===== src/design/mtt_pkg.sv =====
// Package for the message timer table: sizes, command/result codes,
// entry record and state encoding. No dependencies.
package mtt_pkg;

  localparam int unsigned TIMERS  = 16;
  localparam int unsigned TICK_MS = 1;
  localparam int unsigned IDX_W   = (TIMERS > 1) ? $clog2(TIMERS) : 1;

  typedef enum logic [2:0] {
    CMD_TICK         = 3'd0,
    CMD_SEND         = 3'd1,
    CMD_RESEND       = 3'd2,
    CMD_CANCEL_FIRST = 3'd3,
    CMD_CANCEL_ALL   = 3'd4,
    CMD_FLUSH        = 3'd5,
    CMD_QUERY_REM    = 3'd6,
    CMD_QUERY_PRES   = 3'd7
  } cmd_e;

  typedef enum logic [1:0] {
    KIND_DELIVER = 2'd0,
    KIND_RELEASE = 2'd1,
    KIND_DONE    = 2'd2
  } kind_e;

  typedef enum logic [1:0] {
    ST_OK       = 2'd0,
    ST_STOPPED  = 2'd1,
    ST_NO_TIMER = 2'd2
  } status_e;

  typedef enum logic [1:0] {
    S_IDLE,
    S_SCAN,
    S_FIN,
    S_LAST
  } state_e;

  typedef struct packed {
    logic [7:0]  owner;
    logic [15:0] message;
    logic [32:0] argument;
    logic [31:0] period;
    logic [31:0] match;
  } entry_t;

  typedef struct packed {
    kind_e       kind;
    logic [7:0]  process;
    logic [15:0] msg;
    logic [31:0] arg;
  } result_t;

  localparam int unsigned ENTRY_W = $bits(entry_t);

endpackage


===== src/design/mtt_cmd_if.sv =====
// Command channel of the message timer table.
// Depends on mtt_pkg.
interface mtt_cmd_if;
  logic               valid;
  logic               ready;
  mtt_pkg::cmd_e      command;
  logic [7:0]         process_id;
  logic               process_running;
  logic [15:0]        msg_id;
  logic [31:0]        arg_handle;
  logic               arg_present;
  logic [31:0]        delay_ms;
  logic [31:0]        period_ms;

  modport source (output valid, command, process_id, process_running, msg_id,
                  arg_handle, arg_present, delay_ms, period_ms, input ready);
  modport sink   (input valid, command, process_id, process_running, msg_id,
                  arg_handle, arg_present, delay_ms, period_ms, output ready);
endinterface


===== src/design/mtt_res_if.sv =====
// Result channel of the message timer table.
// Depends on mtt_pkg.
interface mtt_res_if;
  logic               valid;
  logic               ready;
  mtt_pkg::kind_e     kind;
  logic [7:0]         out_process;
  logic [15:0]        out_msg;
  logic [31:0]        out_arg;
  mtt_pkg::status_e   status;
  logic [31:0]        remaining_ticks;
  logic               found;
  logic               last;

  modport source (output valid, kind, out_process, out_msg, out_arg, status,
                  remaining_ticks, found, last, input ready);
  modport sink   (input valid, kind, out_process, out_msg, out_arg, status,
                  remaining_ticks, found, last, output ready);
endinterface


===== src/design/mtt_entry_ram.sv =====
// Generic single-write, single-read synchronous RAM, registered read data.
// No dependencies.
module mtt_entry_ram #(
  parameter int unsigned Width = 8,
  parameter int unsigned Depth = 16,
  parameter int unsigned AddrW = (Depth > 1) ? $clog2(Depth) : 1
) (
  input  logic             clk_i,
  input  logic             we_i,
  input  logic [AddrW-1:0] wr_addr_i,
  input  logic [Width-1:0] wdata_i,
  input  logic             rd_en_i,
  input  logic [AddrW-1:0] rd_addr_i,
  output logic [Width-1:0] rdata_o
);

  logic [Width-1:0] mem [Depth];

  always_ff @(posedge clk_i) begin
    if (we_i) begin
      mem[wr_addr_i] <= wdata_i;
    end
  end

  always_ff @(posedge clk_i) begin
    if (rd_en_i) begin
      rdata_o <= mem[rd_addr_i];
    end
  end

endmodule


===== src/design/message_timer_table_core.sv =====
// Message timer table: timer entries held in mtt_entry_ram, scanned once per
// command by a read-modify-write scan of one entry per cycle while the result
// side does not stall. One command in flight; the next is taken once the last
// beat leaves.
// Reset clears tick count and entry valid flags at once; no clearing pass.
// Depends on mtt_pkg, mtt_cmd_if, mtt_res_if, mtt_entry_ram.
module message_timer_table_core (
  input  logic clk_i,
  input  logic rst_ni,
  mtt_cmd_if.sink   cmd_i,
  mtt_res_if.source res_o
);

  typedef logic [mtt_pkg::IDX_W-1:0] idx_t;

  mtt_pkg::state_e  state_q, state_d;
  idx_t             idx_q, idx_d;
  logic [31:0]      tick_q, tick_d;
  logic [mtt_pkg::TIMERS-1:0] valid_q, valid_d;

  mtt_pkg::cmd_e    c_q;
  logic [7:0]       proc_q;
  logic             run_q;
  logic [15:0]      msg_q;
  logic [31:0]      handle_q;
  logic             hasarg_q;
  logic             dzero_q;
  logic [31:0]      dticks_q;
  logic [31:0]      pticks_q;

  logic             first_done_q, first_done_d;
  logic             free_found_q, free_found_d;
  idx_t             free_idx_q, free_idx_d;
  logic             qhit_q, qhit_d;
  logic [31:0]      rem_q, rem_d;
  mtt_pkg::status_e status_q, status_d;

  logic             pend_valid_q, pend_valid_d;
  mtt_pkg::result_t pend_q, pend_d;

  logic             out_valid_q, out_valid_d;
  mtt_pkg::result_t out_q, out_d;
  logic             out_last_q, out_last_d;

  logic             rd_en, we;
  idx_t             rd_addr, wr_addr;
  mtt_pkg::entry_t  rdata, wdata;
  logic [mtt_pkg::ENTRY_W-1:0] rdata_raw;

  mtt_entry_ram #(
    .Width (mtt_pkg::ENTRY_W),
    .Depth (mtt_pkg::TIMERS),
    .AddrW (mtt_pkg::IDX_W)
  ) u_ram (
    .clk_i     (clk_i),
    .we_i      (we),
    .wr_addr_i (wr_addr),
    .wdata_i   (wdata),
    .rd_en_i   (rd_en),
    .rd_addr_i (rd_addr),
    .rdata_o   (rdata_raw)
  );
  assign rdata = mtt_pkg::entry_t'(rdata_raw);

  logic accept, can_push;
  logic v, own, mmatch, is_cancel, cancel_hit, tick_hit, is_send;
  logic produce, stall, push, push_last;
  mtt_pkg::result_t res_new, push_data;
  logic [31:0] dclamp;

  assign accept   = cmd_i.valid && cmd_i.ready;
  assign can_push = !out_valid_q || res_o.ready;
  // status, remaining and found are shared by all beats: wait for the last one
  assign cmd_i.ready = (state_q == mtt_pkg::S_IDLE) && can_push;

  assign v      = valid_q[idx_q];
  assign own    = v && (rdata.owner == proc_q);
  assign mmatch = own && (rdata.message == msg_q);
  assign is_send = (c_q == mtt_pkg::CMD_SEND) || (c_q == mtt_pkg::CMD_RESEND);
  assign is_cancel = (c_q == mtt_pkg::CMD_RESEND) || (c_q == mtt_pkg::CMD_CANCEL_FIRST) ||
                     (c_q == mtt_pkg::CMD_CANCEL_ALL) || (c_q == mtt_pkg::CMD_FLUSH);
  assign cancel_hit = is_cancel && ((c_q == mtt_pkg::CMD_FLUSH) ? own : mmatch) &&
                      !((c_q == mtt_pkg::CMD_CANCEL_FIRST) && first_done_q);
  assign tick_hit = (c_q == mtt_pkg::CMD_TICK) && v && (rdata.match == tick_q);

  assign dclamp = (cmd_i.delay_ms < 32'(mtt_pkg::TICK_MS)) ? 32'(mtt_pkg::TICK_MS)
                                                            : cmd_i.delay_ms;

  always_comb begin
    state_d = state_q;
    case (state_q)
      mtt_pkg::S_IDLE: if (accept) state_d = mtt_pkg::S_SCAN;
      mtt_pkg::S_SCAN: if (!stall && idx_q == idx_t'(mtt_pkg::TIMERS - 1)) begin
        state_d = mtt_pkg::S_FIN;
      end
      mtt_pkg::S_FIN:  if (!stall) state_d = mtt_pkg::S_LAST;
      mtt_pkg::S_LAST: if (can_push) state_d = mtt_pkg::S_IDLE;
      default:         state_d = mtt_pkg::S_IDLE;
    endcase
  end

  always_comb begin
    idx_d        = idx_q;
    tick_d       = tick_q;
    valid_d      = valid_q;
    first_done_d = first_done_q;
    free_found_d = free_found_q;
    free_idx_d   = free_idx_q;
    qhit_d       = qhit_q;
    rem_d        = rem_q;
    status_d     = status_q;
    pend_valid_d = pend_valid_q;
    pend_d       = pend_q;
    rd_en        = 1'b0;
    rd_addr      = idx_q;
    we           = 1'b0;
    wr_addr      = idx_q;
    wdata        = rdata;
    produce      = 1'b0;
    res_new      = '{kind: mtt_pkg::KIND_DONE, process: 8'd0, msg: 16'd0, arg: 32'd0};
    push         = 1'b0;
    push_last    = 1'b0;
    push_data    = pend_q;

    case (state_q)
      mtt_pkg::S_IDLE: begin
        if (accept) begin
          idx_d        = '0;
          rd_en        = 1'b1;
          rd_addr      = '0;
          first_done_d = 1'b0;
          free_found_d = 1'b0;
          qhit_d       = 1'b0;
          rem_d        = '0;
          pend_valid_d = 1'b0;
          status_d     = ((cmd_i.command == mtt_pkg::CMD_SEND ||
                           cmd_i.command == mtt_pkg::CMD_RESEND) && !cmd_i.process_running)
                         ? mtt_pkg::ST_STOPPED : mtt_pkg::ST_OK;
          if (cmd_i.command == mtt_pkg::CMD_TICK) tick_d = tick_q + 32'd1;
        end
      end
      mtt_pkg::S_SCAN: begin
        if (tick_hit) begin
          produce = 1'b1;
          res_new = '{kind: mtt_pkg::KIND_DELIVER, process: rdata.owner,
                      msg: rdata.message,
                      arg: rdata.argument[32] ? rdata.argument[31:0] : 32'd0};
        end else if (cancel_hit && rdata.argument[32]) begin
          produce = 1'b1;
          res_new = '{kind: mtt_pkg::KIND_RELEASE, process: rdata.owner,
                      msg: rdata.message, arg: rdata.argument[31:0]};
        end
      end
      mtt_pkg::S_FIN: begin
        if (is_send) begin
          if (!run_q) begin
            produce = hasarg_q;
            res_new = '{kind: mtt_pkg::KIND_RELEASE, process: proc_q, msg: msg_q,
                        arg: handle_q};
          end else if (dzero_q) begin
            produce = 1'b1;
            res_new = '{kind: mtt_pkg::KIND_DELIVER, process: proc_q, msg: msg_q,
                        arg: hasarg_q ? handle_q : 32'd0};
          end
        end
      end
      mtt_pkg::S_LAST: begin
        if (can_push) begin
          push      = 1'b1;
          push_last = 1'b1;
          push_data = pend_valid_q ? pend_q : res_new;
        end
      end
      default: ;
    endcase

    stall = produce && pend_valid_q && !can_push;

    if (produce && !stall) begin
      if (pend_valid_q) begin
        push      = 1'b1;
        push_data = pend_q;
      end
      pend_valid_d = 1'b1;
      pend_d       = res_new;
    end

    if (state_q == mtt_pkg::S_SCAN && !stall) begin
      if (idx_q != idx_t'(mtt_pkg::TIMERS - 1)) begin
        idx_d   = idx_q + idx_t'(1);
        rd_en   = 1'b1;
        rd_addr = idx_q + idx_t'(1);
      end
      if (tick_hit) begin
        if (rdata.period != 32'd0) begin
          we          = 1'b1;
          wdata.match = tick_q + rdata.period;
        end else begin
          valid_d[idx_q] = 1'b0;
        end
      end
      if (cancel_hit) begin
        valid_d[idx_q] = 1'b0;
        first_done_d   = 1'b1;
      end
      if (is_send && !free_found_q && (!v || cancel_hit)) begin
        free_found_d = 1'b1;
        free_idx_d   = idx_q;
      end
      if (((c_q == mtt_pkg::CMD_QUERY_REM) || (c_q == mtt_pkg::CMD_QUERY_PRES)) &&
          mmatch && !qhit_q) begin
        qhit_d = 1'b1;
        if (c_q == mtt_pkg::CMD_QUERY_REM) rem_d = rdata.match - tick_q;
      end
    end

    if (state_q == mtt_pkg::S_FIN && !stall && is_send && run_q && !dzero_q) begin
      if (free_found_q) begin
        we                  = 1'b1;
        wr_addr             = free_idx_q;
        wdata.owner         = proc_q;
        wdata.message       = msg_q;
        wdata.argument      = {hasarg_q, handle_q};
        wdata.period        = pticks_q;
        wdata.match         = tick_q + dticks_q;
        valid_d[free_idx_q] = 1'b1;
      end else begin
        status_d = mtt_pkg::ST_NO_TIMER;
      end
    end
  end

  always_comb begin
    out_valid_d = out_valid_q;
    out_d       = out_q;
    out_last_d  = out_last_q;
    if (push) begin
      out_valid_d = 1'b1;
      out_d       = push_data;
      out_last_d  = push_last;
    end else if (res_o.ready) begin
      out_valid_d = 1'b0;
    end
  end

  always_ff @(posedge clk_i or negedge rst_ni) begin
    if (!rst_ni) begin
      state_q      <= mtt_pkg::S_IDLE;
      tick_q       <= '0;
      valid_q      <= '0;
      out_valid_q  <= 1'b0;
      pend_valid_q <= 1'b0;
    end else begin
      state_q      <= state_d;
      tick_q       <= tick_d;
      valid_q      <= valid_d;
      out_valid_q  <= out_valid_d;
      pend_valid_q <= pend_valid_d;
    end
  end

  always_ff @(posedge clk_i) begin
    idx_q        <= idx_d;
    first_done_q <= first_done_d;
    free_found_q <= free_found_d;
    free_idx_q   <= free_idx_d;
    qhit_q       <= qhit_d;
    rem_q        <= rem_d;
    status_q     <= status_d;
    pend_q       <= pend_d;
    out_q        <= out_d;
    out_last_q   <= out_last_d;
    if (accept) begin
      c_q      <= cmd_i.command;
      proc_q   <= cmd_i.process_id;
      run_q    <= cmd_i.process_running;
      msg_q    <= cmd_i.msg_id;
      handle_q <= cmd_i.arg_handle;
      hasarg_q <= cmd_i.arg_present;
      dzero_q  <= (cmd_i.delay_ms == 32'd0);
      dticks_q <= dclamp / mtt_pkg::TICK_MS;
      pticks_q <= cmd_i.period_ms / mtt_pkg::TICK_MS;
    end
  end

  assign res_o.valid           = out_valid_q;
  assign res_o.kind            = out_q.kind;
  assign res_o.out_process     = out_q.process;
  assign res_o.out_msg         = out_q.msg;
  assign res_o.out_arg         = out_q.arg;
  assign res_o.status          = status_q;
  assign res_o.remaining_ticks = rem_q;
  assign res_o.found           = qhit_q && (c_q == mtt_pkg::CMD_QUERY_PRES);
  assign res_o.last            = out_last_q;

endmodule


===== src/flat_wrapper.sv =====
// flat-port wrapper written by rule: the top's interface ports become plain ports
module message_timer_table_core_flat 
  (clk_i, rst_ni, cmd_i_valid, cmd_i_command, cmd_i_process_id, cmd_i_process_running, cmd_i_msg_id, cmd_i_arg_handle, cmd_i_arg_present, cmd_i_delay_ms, cmd_i_period_ms, cmd_i_ready, res_o_valid, res_o_kind, res_o_out_process, res_o_out_msg, res_o_out_arg, res_o_status, res_o_remaining_ticks, res_o_found, res_o_last, res_o_ready);
  mtt_cmd_if cmd_i_i ();
  mtt_res_if res_o_i ();
  input  logic clk_i;
  input  logic rst_ni;
  input wire logic [$bits(cmd_i_i.valid)-1:0] cmd_i_valid;
  input wire logic [$bits(cmd_i_i.command)-1:0] cmd_i_command;
  input wire logic [$bits(cmd_i_i.process_id)-1:0] cmd_i_process_id;
  input wire logic [$bits(cmd_i_i.process_running)-1:0] cmd_i_process_running;
  input wire logic [$bits(cmd_i_i.msg_id)-1:0] cmd_i_msg_id;
  input wire logic [$bits(cmd_i_i.arg_handle)-1:0] cmd_i_arg_handle;
  input wire logic [$bits(cmd_i_i.arg_present)-1:0] cmd_i_arg_present;
  input wire logic [$bits(cmd_i_i.delay_ms)-1:0] cmd_i_delay_ms;
  input wire logic [$bits(cmd_i_i.period_ms)-1:0] cmd_i_period_ms;
  output wire logic [$bits(cmd_i_i.ready)-1:0] cmd_i_ready;
  output wire logic [$bits(res_o_i.valid)-1:0] res_o_valid;
  output wire logic [$bits(res_o_i.kind)-1:0] res_o_kind;
  output wire logic [$bits(res_o_i.out_process)-1:0] res_o_out_process;
  output wire logic [$bits(res_o_i.out_msg)-1:0] res_o_out_msg;
  output wire logic [$bits(res_o_i.out_arg)-1:0] res_o_out_arg;
  output wire logic [$bits(res_o_i.status)-1:0] res_o_status;
  output wire logic [$bits(res_o_i.remaining_ticks)-1:0] res_o_remaining_ticks;
  output wire logic [$bits(res_o_i.found)-1:0] res_o_found;
  output wire logic [$bits(res_o_i.last)-1:0] res_o_last;
  input wire logic [$bits(res_o_i.ready)-1:0] res_o_ready;
  assign cmd_i_i.valid = cmd_i_valid;
  assign cmd_i_i.command = cmd_i_command;
  assign cmd_i_i.process_id = cmd_i_process_id;
  assign cmd_i_i.process_running = cmd_i_process_running;
  assign cmd_i_i.msg_id = cmd_i_msg_id;
  assign cmd_i_i.arg_handle = cmd_i_arg_handle;
  assign cmd_i_i.arg_present = cmd_i_arg_present;
  assign cmd_i_i.delay_ms = cmd_i_delay_ms;
  assign cmd_i_i.period_ms = cmd_i_period_ms;
  assign cmd_i_ready = cmd_i_i.ready;
  assign res_o_valid = res_o_i.valid;
  assign res_o_kind = res_o_i.kind;
  assign res_o_out_process = res_o_i.out_process;
  assign res_o_out_msg = res_o_i.out_msg;
  assign res_o_out_arg = res_o_i.out_arg;
  assign res_o_status = res_o_i.status;
  assign res_o_remaining_ticks = res_o_i.remaining_ticks;
  assign res_o_found = res_o_i.found;
  assign res_o_last = res_o_i.last;
  assign res_o_i.ready = res_o_ready;
  message_timer_table_core u_core (.clk_i(clk_i), .rst_ni(rst_ni), .cmd_i(cmd_i_i), .res_o(res_o_i));
endmodule

===== config.mk =====
export PLATFORM = sky130hd
export DESIGN_NAME = message_timer_table_core_flat
export DESIGN_NICKNAME = d
export VERILOG_FILES = /design/src/design/mtt_pkg.sv /design/src/design/mtt_cmd_if.sv /design/src/design/mtt_res_if.sv /design/src/design/mtt_entry_ram.sv /design/src/design/message_timer_table_core.sv /design/src/flat_wrapper.sv
export SDC_FILE = /design/constraint.sdc
export NUM_CORES = 2
export LEC_CHECK = 0
export BUFFER_PORTS_ARGS = -buffer_cell sky130_fd_sc_hd__buf_2
export CORE_UTILIZATION = 47
export DETAILED_ROUTE_END_ITERATION = 10
export PLACE_DENSITY = 0.75
export SLEW_MARGIN = 30
export SYNTH_ARGS = -nofsm -noshare
export SYNTH_HDL_FRONTEND = slang
export SYNTH_SLANG_ARGS = --single-unit

===== constraint.sdc =====
create_clock -name clk_i -period 11.2 [get_ports clk_i]
set_input_delay 1.12 -clock clk_i [delete_from_list [all_inputs] [get_ports clk_i]]
set_output_delay 1.12 -clock clk_i [all_outputs]
set_load 0.005 [all_outputs]

* After elaboration in Yosys (flattened, before gate mapping)
Memory sizes are Yosys's and may differ from the RTL's. A register that Yosys moved wholly into a read port is not among the register bits. Index checks and enable logic that the tools add are counted.
Storage, ports and cells: flip-flop bits (word level) 340, bits in writable memories 1936, logic and storage cells 213, memories 1
Memory list:
- u_core.u_ram.mem | depth 16, width 121, rd ports 1, clocked after memory_dff 1, wr ports 1, line mtt_entry_ram.sv:17 | logic [Width-1:0] mem [Depth];
Cells by class: add/sub/neg operators 5, order comparisons 5, equality and inequality tests 21, multiplexer cells 91, bitwise gates (word level) 4, reduce and logical (&&, ||, !) cells 56
Operator list (number):
- two-way mux 58 bit | 10
- two-way mux 32 bit | 10
- two-way mux 121 bit | 2
- one-hot mux 58 bit (2 select lines) | 1
- two-way mux 16 bit | 7
- adder 32 bit | 2
- two-way mux 1 bit | 42
- adder 32 x 1 -> 32 bit (second input constant) | 1
- AND 16 bit | 2
- == test 32 bit | 1
- zero test 32 bit | 1
- less-than comparator 32 x 1 -> 1 bit (second input constant) | 1
- nonzero test 32 bit | 1
- subtractor 32 bit | 1
- logical AND 1 bit | 27
- two-way mux 4 bit | 6
- == test 16 bit | 1
- two-way mux 2 bit | 8
- inverter 16 bit | 1
- OR 16 bit | 1
- == test 3 bit (second input constant) | 4
- less-than comparator 4 x 5 -> 1 bit (second input constant) | 2
- == test 3 x 2 -> 1 bit (second input constant) | 3
- zero test 1 bit | 9
- other kinds (21) | 38

* Longest topological paths before layout
depth in word-level cells 22, mapped depth 17, gate-level depth less buffers 14

* Hierarchy
Synthesis repeated with hierarchy kept, for this count alone.
Unflattened totals: cell total of the unflattened synthesis 5083, area, all modules 95526.6 µm²
Modules (own cells, without submodules):
- mtt_entry_ram | times used 1, cells each 3092, area each 75884.0 µm², seq. area each 61769.2 µm²
- message_timer_table_core | times used 1, cells each 1991, area each 19642.6 µm², seq. area each 9539.1 µm²

* Worst setup path after synthesis
OpenSTA, ideal clock, no wires.
path type reg-to-reg, start reg u_core.tick_q[8], end mem u_core.u_ram.mem[2][0] (netlist name) (enable), arrival time 7733 ps, setup slack 2864 ps, cell stages (with the launch flop) 14, clock period less this slack 8336 ps, cells stage by stage dfrtp_1 -> inv_1 -> ha_1 -> nand3_1 -> or2_2 -> nor4_1 -> and4_1 -> a21o_1 -> nand3_1 -> and3b_1 -> nand2_1 -> clkbuf_1 -> a31oi_1 -> nor2_1
Between the ends: word-level cells in the longest chain between the ends 14, elaborated cells on any way between the ends 19
Ends and longest elaborated chain:
- start, declared | line message_timer_table_core.sv:18 | logic [31:0] tick_q, tick_d;
- start signal, assigned | line message_timer_table_core.sv:255 | tick_q <= tick_d;
- == test 32 bit * | line message_timer_table_core.sv:84 | assign tick_hit = (c_q == mtt_pkg::CMD_TICK) && v && (rdata.match == tick_q);
- logical AND 1 bit * | line message_timer_table_core.sv:84
- two-way mux 1 bit | line message_timer_table_core.sv:143 | if (tick_hit) begin
- one-hot mux 1 bit (2 select lines) | line message_timer_table_core.sv:125 | case (state_q)
- logical AND 1 bit (2 in series) | line message_timer_table_core.sv:177 | stall = produce && pend_valid_q && !can_push;
- zero test 1 bit | line message_timer_table_core.sv:188, message_timer_table_core.sv:217
- logical AND 1 bit (4 in series) | line message_timer_table_core.sv:217 | if (state_q == mtt_pkg::S_FIN && !stall && is_send && run_q && !dzero_q) begin
- two-way mux 1 bit | line message_timer_table_core.sv:217
- two-way mux 1 bit | line mtt_entry_ram.sv:20 | if (we_i) begin
- two-way mux 1 bit (not written as such) | line mtt_entry_ram.sv:21 | mem[wr_addr_i] <= wdata_i;
- end, declared | line mtt_entry_ram.sv:17
Mark *: on every way between the ends. The rest lies on a longest branch, timed or not.

* Worst setup path in the final report
start reg u_core.tick_q[29], end reg u_core.u_ram.rdata_o[68], read port of u_core.u_ram.mem (data pin)
Between the ends: word-level cells in the longest chain between the ends 9, elaborated cells on any way between the ends 10
Ends and longest elaborated chain:
- == test 32 bit * | line message_timer_table_core.sv:84
- logical AND 1 bit * | line message_timer_table_core.sv:84
- two-way mux 1 bit * | line message_timer_table_core.sv:143
- one-hot mux 1 bit (2 select lines) * | line message_timer_table_core.sv:125
- logical AND 1 bit * (2 in series) | line message_timer_table_core.sv:177
- zero test 1 bit * | line message_timer_table_core.sv:188 | if (state_q == mtt_pkg::S_SCAN && !stall) begin
- logical AND 1 bit * | line message_timer_table_core.sv:188
- two-way mux 4 bit or two-way mux 1 bit (tied branches) | line message_timer_table_core.sv:188
- end, declared | line mtt_entry_ram.sv:14 | output logic [Width-1:0] rdata_o
Marks and branches as above. A chain may end at the register's enable or synchronous reset.

==> metrics.csv <==
stage;metric;value;unit
cts;cts_made_buffers;218;
floorplan;die_x;460.3;µm
timing;period_minus_slack;6605;ps
grt;grt_antenna_before_repair;12;
timing;final.period_utilization;58.97;%
grt;overflow;0;
placed_design;port_buffers;224;
floorplan;die_h;460.3;µm
yosys;avgSynthCellArea;13.21;µm²
yosys;async_flop_share;2.169;%
yosys;synth-edff-count;2304;
grt;busiest_layer;met2;
timing;tns;0;ps
route;wire_per_inst;24.68;µm
yosys;synth_nets;7709;
critical_path;r2r-end;u_core.u_ram.rdata_o[68];
critical_path;start_kind;register;
grt;grt_pass1_vias;60530;
cells_and_area;drive_gt1_share;9.363;%
cts;cts_hold_buf;0;
cts;clk_pin_slew_worst_paths;70;ps
floorplan;ios;225;
run;maxCapViolCount;0;
floorplan;die_area;211900;µm²
grt;grt_util_met1;32.84;%
route;firstDrtPassIters;8;
grt;grt_util_met2;37.90;%
min_path;hold_path.class;in2async;
route;drc_errors;0;
placed_design;place_congestion;0.9051;
pwr;p_leak;38.10;nW
cts;max-clock-path-buffers;3;
yosys;netlist_area;98710;µm²
critical_path;worstPathRequired;11750;ps
critical_path;endpoint_kind;register;
cells_and_area;fillers;16340;
cts;post_cts_resized;0;
grt;met3_usage;4.933;%
timing;fmax;151.4;MHz
cells_and_area;syn2layout_area_growth;11.91;%
route;post_drt_via_cell_ratio;5.974;
cts;h-tree-depth;4;
route;drtAntennaViolNets;0;
floorplan;core-area;207900;µm²
timing;skew;49.71;ps
yosys;synth_cells;7474;
cts;post_cts_buffers;0;
yosys;yosys_warnings;0;
critical_path;ff2ff_path_depth;16;
timing;max_slew_margin;26.59;%
cts;clk_latency;870;ps
timing;drv_slew;0;
timing;hold_violations;0;
grt;grt_max_degree;211;
timing;worst_slack;4595;ps
pwr;power.density;290.4;nW/µm²
cts;cts.sinks;2397;
cts;cts_root_buffer;clkbuf_16;
critical_path;r2r_slack;4600;ps
cells_and_area;fin_nets;7808;
yosys;ys_seq_area_share;72.24;%
timing;setup_viol;0;
critical_path;critPathArrivalTime;7150;ps
placed_design;pre_cts_ws;4722;ps
run_status;status;completed;
grt;track_usage;24.11;%
timing;worst_pin_slew;1101;ps
critical_path;path_max_fanout;143;
timing;rsz0062_at_grt;false;
placed_design;hpwl;133.6;mm
cts;cts_tree;yes;
yosys;synth_cell_types;73;
pwr;peakVddDrop;0.4500;mV
floorplan;start_util;47.48;%
yosys;synth_ff_type;edfxtp_1;
grt;grt_pass1_wl;382.7;mm
critical_path;r2r_start;u_core.tick_q[29];
route;wl;260.5;mm
route;via_count;63060;
route;drt_iter0_markers;8695;
floorplan;rows;167;
yosys;synth-seq-cells;2397;
critical_path;critical_path_class;reg2reg;
registers in the layout, summed over array words and instances (netlist names), 2 cells and up:
| signal | flops |
|---|---|
| u_core.u_ram.rdata_o | 121 |
| u_core.res_o.out_msg | 16 |
| u_core.tick_q | 32 |
| u_core.proc_q | 8 |
| u_core.free_idx_q | 4 |
| u_core.res_o.remaining_ticks | 32 |
| u_core.state_q | 2 |
| u_core.valid_q | 16 |
| u_core.pend_q | 58 |
| u_core.idx_q | 4 |
| u_core.res_o.kind | 2 |
| u_core.u_ram.mem | 1936 |
| u_core.msg_q | 16 |
| u_core.pticks_q | 32 |
| u_core.res_o.out_process | 8 |
| u_core.handle_q | 32 |
| u_core.dticks_q | 32 |
| u_core.res_o.status | 2 |
| u_core.c_q | 3 |
| u_core.res_o.out_arg | 32 |
report_power, final:
group / internal [mW] / switching, mW / leakage [nW] / total [mW]
Sequential: 11.8 / 0.577 / 21.7 / 12.4
Clock: 4.32 / 3.28 / 3.58 / 7.60
Combinational: 3.67 / 8.44 / 12.8 / 12.1
Total: 19.8 / 12.3 / 38.1 / 32.1
per-layer routing:
metal / vias to the layer above / wire (µm)
li1: 27620 / -
met5: - / 13
met2: 3873 / 120800
met3: 585 / 30080
met1: 30980 / 99390
met4: 2 / 10220
worst max-delay path, cell delays in order, from the launching register on:
cell      delay, ps
dfrtp_1         470
inv_1            80
ha_1            360
nand4_1         340
nor4_1          630
and4_1          490
a211oi_4        100
o21ai_2         270
mux2i_4         100
buf_4           310
inv_8           590
buf_4           840
buf_12          620
mux2i_1         280
mux2i_1         110
a32oi_1         230
o221ai_1        150
Yosys cell counts, types with 6 or more instances:
master	number	share of area, %
and2_1	66	0.42
or3_1	12	0.076
nor4_1	29	0.18
nor2b_1	71	0.45
o31ai_1	7	0.053
xor2_1	49	0.43
dfrtp_1	52	1.3
o21ai_0	120	0.61
a21o_1	43	0.33
ha_1	103	1.3
and3_1	15	0.095
buf_1	20	0.076
o21bai_1	6	0.046
a22oi_1	60	0.46
nand2b_1	19	0.12
dfxtp_1	41	0.83
o221ai_1	121	1.1
inv_1	66	0.25
a21oi_1	594	3.0
o211ai_1	7	0.053
a32oi_1	121	1.1
clkbuf_1	273	1.0
a31oi_1	14	0.089
nand3_1	305	1.5
or2_2	7	0.044
edfxtp_1	2304	70
a211oi_1	26	0.20
nor2_1	358	1.4
nand2_1	1818	6.9
nand4_1	21	0.13
a2111oi_0	6	0.053
xnor2_1	80	0.71
nor3_1	37	0.19
buf_2	141	0.71
o21a_1	14	0.11
mux2i_1	367	3.7
worst max path at each step:
stage	start	end	slack [ps]	depth (start not counted)
after floorplan	u_core.tick_q[8]	u_core.u_ram.mem[2][0]	2860	13
after global placement	res_o_ready	u_core.u_ram.rdata_o[81]	4880	15
after detailed placement	res_o_ready	u_core.u_ram.rdata_o[68]	4720	15
after CTS	u_core.idx_q[0]	u_core.u_ram.rdata_o[68]	4790	15
after global routing	u_core.idx_q[0]	u_core.u_ram.rdata_o[68]	4370	15
final	u_core.tick_q[29]	u_core.u_ram.rdata_o[68]	4600	16
cell type report:
cell class,count,area [µm²],area share (%)
antenna,2,5.005,0.004531
clock buffer,258,5668,5.131
clock inverter,154,1660,1.503
inverter,68,275.3,0.2492
multi-input combinational,4572,25680,23.25
sequential,2397,71310,64.55
tap,2788,3488,3.158
timing repair buffer,316,2382,2.157
kinds of logic after synthesis:
kind of cell / after synthesis / share of synthesized area (%)
adders and majority gates: 106 / 1.366
DFF: 2397 / 72.24
buffers and inverters: 505 / 2.110
xor gates and xnor gates: 129 / 1.145
AOI/OAI and AO/OA: 1185 / 7.579
muxes: 374 / 3.862
and+or+nand+nor: 2778 / 11.70
stage by stage:
step	hold slack (ps)	instance area [µm²]	util (%)	instances	total power, mW
2_1_floorplan	424.9	98710	-	7474	20.77
3_3_place_gp	434.6	102700	49.39	10130	23.95
3_5_place_dp	440.5	102900	49.51	10140	24.30
4_1_cts	367.9	110300	53.04	10550	31.87
5_1_grt	400.2	110500	53.13	10550	33.48
6_report	424.4	110500	53.13	10560	32.08
layout by cell type, fill, tap and decap left out, drive strengths merged, types with 6 or more instances in the layout:
master / instances
ha: 103
o21bai: 6
clkinvlp: 10
o221ai: 121
a22oi: 60
bufinv: 30
buf: 316
clkinv: 109
o21ai: 123
nor2b: 71
xor2: 49
nor2: 358
or3: 12
nor4: 29
xnor2: 80
a32oi: 122
a211oi: 28
inv: 73
a21o: 43
o21a: 14
clkbuf: 258
o31ai: 7
a2111oi: 6
mux2i: 368
or2: 7
nand3: 305
and3: 15
nor3: 37
a31oi: 14
nand2: 1818
nand2b: 19
a21oi: 594
edfxtp: 2304
dfxtp: 41
nand4: 21
o211ai: 7
and2: 66
dfrtp: 52
No activity file was read; power rests on OpenSTA's default activity.
